==> src/sv/eig2_sqrt_pipe.sv <==
`timescale 1ns / 1ps

// Pipelined integer square root: one result bit is settled per stage.
module eig2_sqrt_pipe #(
    parameter int RAD_W  = 66,
    parameter int ROOT_W = 33,
    parameter int SIDE_W = 1
) (
    input  logic              aclk,
    input  logic              aresetn,
    input  logic              en,
    input  logic              in_valid,
    input  logic [RAD_W-1:0]  rad,
    input  logic [SIDE_W-1:0] in_side,
    output logic              out_valid,
    output logic [ROOT_W-1:0] root,
    output logic [SIDE_W-1:0] out_side
);

    localparam int TW = 2 * ROOT_W + 1;

    logic [TW-1:0]     rem_st  [ROOT_W+1];
    logic [ROOT_W-1:0] root_st [ROOT_W+1];
    logic [SIDE_W-1:0] side_st [ROOT_W+1];
    logic              vld_st  [ROOT_W+1];

    assign rem_st[0]  = TW'(rad);
    assign root_st[0] = '0;
    assign side_st[0] = in_side;
    assign vld_st[0]  = in_valid;

    for (genvar k = 0; k < ROOT_W; k++) begin : g_st
        localparam int B = ROOT_W - 1 - k;
        logic [TW-1:0]     trial;
        logic              take;
        logic              vld_reg;
        logic [TW-1:0]     rem_reg;
        logic [ROOT_W-1:0] root_reg;
        logic [SIDE_W-1:0] side_reg;

        assign trial = (TW'(root_st[k]) << (B + 1)) | (TW'(1) << (2 * B));
        assign take  = rem_st[k] >= trial;

        always_ff @(posedge aclk) begin
            if (!aresetn) begin
                vld_reg <= 1'b0;
            end else if (en) begin
                vld_reg <= vld_st[k];
            end
        end

        always_ff @(posedge aclk) begin
            if (en) begin
                rem_reg  <= take ? rem_st[k] - trial : rem_st[k];
                root_reg <= take ? (root_st[k] | (ROOT_W'(1) << B)) : root_st[k];
                side_reg <= side_st[k];
            end
        end

        assign rem_st[k+1]  = rem_reg;
        assign root_st[k+1] = root_reg;
        assign side_st[k+1] = side_reg;
        assign vld_st[k+1]  = vld_reg;
    end

    assign out_valid = vld_st[ROOT_W];
    assign root      = root_st[ROOT_W];
    assign out_side  = side_st[ROOT_W];

endmodule

==> config.mk <==
export PLATFORM = sky130hd
export DESIGN_NAME = eig2_sqrt_pipe
export DESIGN_NICKNAME = d
export VERILOG_FILES = /design/src/sv/eig2_sqrt_pipe.sv
export SDC_FILE = /design/constraint.sdc
export NUM_CORES = 2
export LEC_CHECK = 0
export BUFFER_PORTS_ARGS = -buffer_cell sky130_fd_sc_hd__buf_2
export CAP_MARGIN = 10
export CORE_ASPECT_RATIO = 0.9
export CORE_UTILIZATION = 60
export DETAILED_ROUTE_END_ITERATION = 6
export PLACE_DENSITY = 0.76
export SKIP_CTS_REPAIR_TIMING = 1
export SYNTH_ARGS = -nofsm -noshare
export SYNTH_HDL_FRONTEND = slang
export SYNTH_SLANG_ARGS = --single-unit
==> constraint.sdc <==
create_clock -name aclk -period 8.7 [get_ports aclk]
set_input_delay 1.305 -clock aclk [delete_from_list [all_inputs] [get_ports aclk]]
set_output_delay 1.305 -clock aclk [all_outputs]
set_load 0.01 [all_outputs]
# Word-level counts from Yosys, hierarchy flattened
# Cells that the tools add are included.
word_totals:
  ff_bits: 3299
  input_bits: 71
  output_inout_bits: 35
  elab_cells: 262
op_classes:
  n_addsub: 32
  order_cmp: 33
  muxes: 33
op_table:
  columns: ["operator", "count"]
  rows:
  - ["67-bit two-way mux", 31]
  - ["67-bit by 34-bit >= comparator with 1-bit output", 1]
  - ["67-bit by 35-bit >= comparator with 1-bit output", 1]
  - ["67-bit by 36-bit >= comparator with 1-bit output", 1]
  - ["67-bit by 37-bit >= comparator with 1-bit output", 1]
  - ["67-bit by 38-bit >= comparator with 1-bit output", 1]
  - ["67-bit by 39-bit >= comparator with 1-bit output", 1]
  - ["67-bit by 40-bit >= comparator with 1-bit output", 1]
  - ["67-bit by 41-bit >= comparator with 1-bit output", 1]
  - ["67-bit by 42-bit >= comparator with 1-bit output", 1]
  - ["67-bit by 43-bit >= comparator with 1-bit output", 1]
  - ["67-bit by 44-bit >= comparator with 1-bit output", 1]
  - ["67-bit by 45-bit >= comparator with 1-bit output", 1]
  - ["67-bit by 46-bit >= comparator with 1-bit output", 1]
  - ["67-bit by 47-bit >= comparator with 1-bit output", 1]
  - ["67-bit by 48-bit >= comparator with 1-bit output", 1]
  - ["67-bit by 49-bit >= comparator with 1-bit output", 1]
  - ["67-bit by 50-bit >= comparator with 1-bit output", 1]
  - ["67-bit by 51-bit >= comparator with 1-bit output", 1]
  - ["67-bit by 52-bit >= comparator with 1-bit output", 1]
  - ["67-bit by 53-bit >= comparator with 1-bit output", 1]
  - ["67-bit by 54-bit >= comparator with 1-bit output", 1]
  - ["67-bit by 55-bit >= comparator with 1-bit output", 1]
  - ["67-bit by 56-bit >= comparator with 1-bit output", 1]
  - ["other kinds (44)", 44]

# Logic depth before layout (Yosys ltp)
logic_depth:
  word_depth: 2
  depth_mapped: 15
  depth_no_buf: 13

# Worst setup path before layout
# Ideal clock, no wire load.
synth_path:
  path_kind: "register -> register"
  startpoint: "register g_st[23].rem_reg[25]"
  endpoint: "register g_st[24].rem_reg[62] (data pin)"
  setup_ns: 0.267
  t_arrival_ns: 3.319
  slack_ns: 5.114
  stages_incl_launch_ff: 13
  n_path_buf: 1
  synth_period_minus_slack_ns: 3.586
  path_cell_list: "edfxtp_1 > ha_1 > nand3_1 > or2_2 > o221ai_1 > nor4b_4 > o211ai_2 > a2111oi_2 > nand2b_1 > or3b_1 > buf_2 > nor4b_2 > xor2_1"
synth_via:
  elab_chain_len: 2
  word_cells_on_any_way: 3
  classes_between: "add/sub (1); order compare (1); mux (1)"
synth_lines:
  columns: ["element", "line_no", "rtl"]
  rows:
  - ["from (decl)", "37", "logic [TW-1:0] rem_reg;"]
  - ["from (signal assigned)", "54", "rem_reg <= take ? rem_st[k] - trial : rem_st[k];"]
  - ["67-bit by 42-bit subtractor with 67-bit output or 67-bit by 42-bit >= comparator with 1-bit output (tied branches)", "54, 42", null]
  - ["67-bit two-way mux *", "54", null]
  - ["to (signal assigned)", "54", null]
  - ["to (decl)", "37", null]
# Every way passes the cells marked *; elsewhere a longest branch is shown, timed or not.
# A chain may end at the register's enable or synchronous reset.

# Worst setup path in the final report
layout_path:
  startpoint: "register g_st[13].rem_reg[45]"
  endpoint: "register g_st[14].rem_reg[48] (data pin)"
layout_via:
  elab_chain_len: 2
  word_cells_on_any_way: 3
  classes_between: "add/sub (1); order compare (1); mux (1)"
layout_lines:
  columns: ["element", "line_no"]
  rows:
  - ["from (decl)", "37"]
  - ["from (signal assigned)", "54"]
  - ["67-bit by 52-bit subtractor with 67-bit output or 67-bit by 52-bit >= comparator with 1-bit output (tied branches)", "54, 42"]
  - ["67-bit two-way mux *", "54"]
  - ["to (signal assigned)", "54"]
  - ["to (decl)", "37"]
# Marks and branches as above.

==> reports/qor.csv <==
metric,value,unit
status,finished with violations,
violations,design-rule violations,
numCtsBuffers,293,
crit_family,compound AO/OA/AOI/OAI gates,
fin_skew,0.0892,ns
routedWlPerCell,23.7,um
num_rows,162,
cts-htree-levels,5,
seqCellArea,82900,sq um
synthesis.area,132000,sq um
crit_path_end,g_st[14].rem_reg[48]$_DFFE_PP_,
gr-total-overflow,0,
rr_worst_depth,10,
core-area,217000,sq um
clock_latency,0.97,ns
fill_cells,15400,
whs,0.366,ns
vias,85600,
post-route-min-period,4.70,ns
die_y,447,um
ir_drop,0.231,mV
synth_seq_cells,2771,
ios,106,
post-route-drc-count,2,
synth_top_area_share,62.4,%
cp.arrival,5.39,ns
finalSetupViolCount,0,
synth_area_leaders,"edfxtp_1, ha_1, xnor2_1",
crit_fanout,19,
grt_max_degree,201,
tightest_slew,1.30,ns
root_buffer,clkbuf_16,
clock-sinks,2771,
cp_common_cell,a21oi_1,
start_util,60.6,%
rsz0062_at_grt,false,
clk_pin_slew,0.07,ns
crit_slowest_cell,a21oi_1,
hold_path_class,flip-flop to flip-flop,
fin_crit_sh,54.0,%
finalHoldViolations,0,
met1_usage,41.8,%
final_max_slew_viol_count,0,
cts_buffer_depth,4,
post-route-util,66.7,%
max_cap_violations,0,
fmax,213,MHz
crit_buf_inv,1,
regToRegSetupSlack,4.00,ns
place_ws,4.12,ns
drt-initial-drc-count,9916,
largest_register_ffs,2144,
switching_share,29.5,%
layout_setup_ws,4.00,ns
grt_antenna_before_repair,13,
slew_headroom,12.6,%
busiest_layer,met2,
p_leak,54.3,nW
ys_types,100,
reg2reg_to,g_st[14].rem_reg[48]$_DFFE_PP_,
setup_tns,0,ns
combPwrFrac,20.9,%
synthFlopType,edfxtp_1,
clockPowerShare,31.5,%
grtUsageMet2,44.1,%
grt_usage,29.2,%
crit_chain,ha_1 > a21o_1 > a21oi_1 > nor2b_1 > nand4bb_1 > o211ai_1 > o21ai_0 > a21oi_1 > clkinv_1 > mux2_2,
port_buffers,105,
wirelength,325000,um
pwr-share-seq,47.6,%
gp_congestion,0.983,
worstSetupPathDepth,10,
powerDensity,267,nW/um^2
die_x,496,um
grt_pass1_wl,488000,um
yosysSeqAreaShare,62.9,%
yosys_warnings,0,
postRouteAntennaNets,0,
syn_area_per_cell,12.7,sq um
cp-startpoint,g_st[13].rem_reg[45]$_DFFE_PP_,
multi_input_area,45400,sq um
layout-drive-gt1-share,6.92,%
drt_first_pass_iters,7,
final_nets,11300,
r2r-start,g_st[13].rem_reg[45]$_DFFE_PP_,
via_per_inst,6.24,
syn_nets,11100,
cp.required,9.39,ns
grt_pass1_vias,81200,
intPower,27.2,mW
cts_tree,yes,
die-area,221000,sq um
area_delta_synth_final,9.98,%
crit_path_start_kind,flip-flop,
synth_top_area_cell,edfxtp_1,
path_class,flip-flop to flip-flop,
async_reset_ff_share,0,%
globalRouteMet3Util,5.70,%
cp-end-kind,flip-flop,
place_hpwl,242000,um
max_stage_delay,0.97,ns
synth_enable_flop_cells,2738,
syn_inst,10400,
p_sw,11.4,mW
cell usage after synthesis (all sizes together), types with 180 or more instances:
| cell | n |
|---|---|
| o21ai | 445 |
| ha | 590 |
| a21oi | 660 |
| a21o | 234 |
| nor2 | 683 |
| xor2 | 439 |
| nor3 | 276 |
| nor4 | 359 |
| nand3 | 180 |
| nand2 | 647 |
| edfxtp | 2738 |
| xnor2 | 537 |
| inv | 736 |
cells in the final DEF, fill, tap and decap left out, types with 355 or more instances in the layout:
master and count:
nand2_1 646, edfxtp_1 2738, xor2_1 439, nor2_1 682
xnor2_1 537, ha_1 590, a21oi_1 659, o21ai_0 445
inv_1 735, nor4_1 355
metal layers:
metal	share of wire, %	vias up	wire [um]
met4	4.1	8	13400
met3	9.3	719	30000
met1	43	41600	138000
met2	44	3950	143000
li1	-	39300	-
met5	0.014	-	45
worst min path at each step:
stage / start / to / slack, ns / depth (start not counted)
5_1_grt: g_st[12].side_reg$_DFFE_PP_ / g_st[13].side_reg$_DFFE_PP_ / 0.36 / 0
6_report: g_st[12].side_reg$_DFFE_PP_ / g_st[13].side_reg$_DFFE_PP_ / 0.37 / 0
3_3_place_gp: g_st[30].side_reg$_DFFE_PP_ / g_st[31].side_reg$_DFFE_PP_ / 0.40 / 0
2_1_floorplan: g_st[9].side_reg$_DFFE_PP_ / g_st[10].side_reg$_DFFE_PP_ / 0.40 / 0
3_5_place_dp: g_st[3].side_reg$_DFFE_PP_ / g_st[4].side_reg$_DFFE_PP_ / 0.40 / 0
4_1_cts: g_st[12].side_reg$_DFFE_PP_ / g_st[13].side_reg$_DFFE_PP_ / 0.35 / 0
cells by family after synthesis:
logic type	count (synthesis)	share of synthesized area, %
AO/OA/AOI/OAI	1883	8.84
XOR/XNOR	976	6.49
adder cells (fa/ha/maj)	590	5.60
buffers and inverters	952	2.73
flip-flops	2771	62.9
multiplexers	145	1.20
other	1	0.00285
AND/OR/NAND/NOR	3085	12.2
stage by stage:
stage / instance area, sq um / instances / total power [mW]
after floorplan: 132000 / 10400 / 23.6
after global routing: 145000 / 13700 / 40.2
after CTS: 145000 / 13700 / 38.6
after global placement: 136000 / 13200 / 26.3
after detailed placement: 136000 / 13200 / 26.5
final: 145000 / 13700 / 38.6
power groups by stage:
stage | Clock, mW | Combinational (mW) | Sequential [mW]
final | 12.2 | 8.08 | 18.4
after global routing | 12.8 | 8.86 | 18.5
after CTS | 12.3 | 7.95 | 18.3
after detailed placement | 0 | 7.87 | 18.6
after global placement | 0 | 7.72 | 18.6
after floorplan | 0 | 5.82 | 17.8
area by class of cell:
cell class / instances / share of cell area (%)
diodes: 2 / 0.00345
clock buffers: 355 / 5.35
clock inverters: 147 / 0.998
inverters: 737 / 1.91
multi-input cells: 6680 / 31.3
flip-flops and latches: 2771 / 57.2
well taps: 2870 / 2.48
repair buffers: 156 / 0.747
Note: power is estimated with default switching activity, not from simulation.
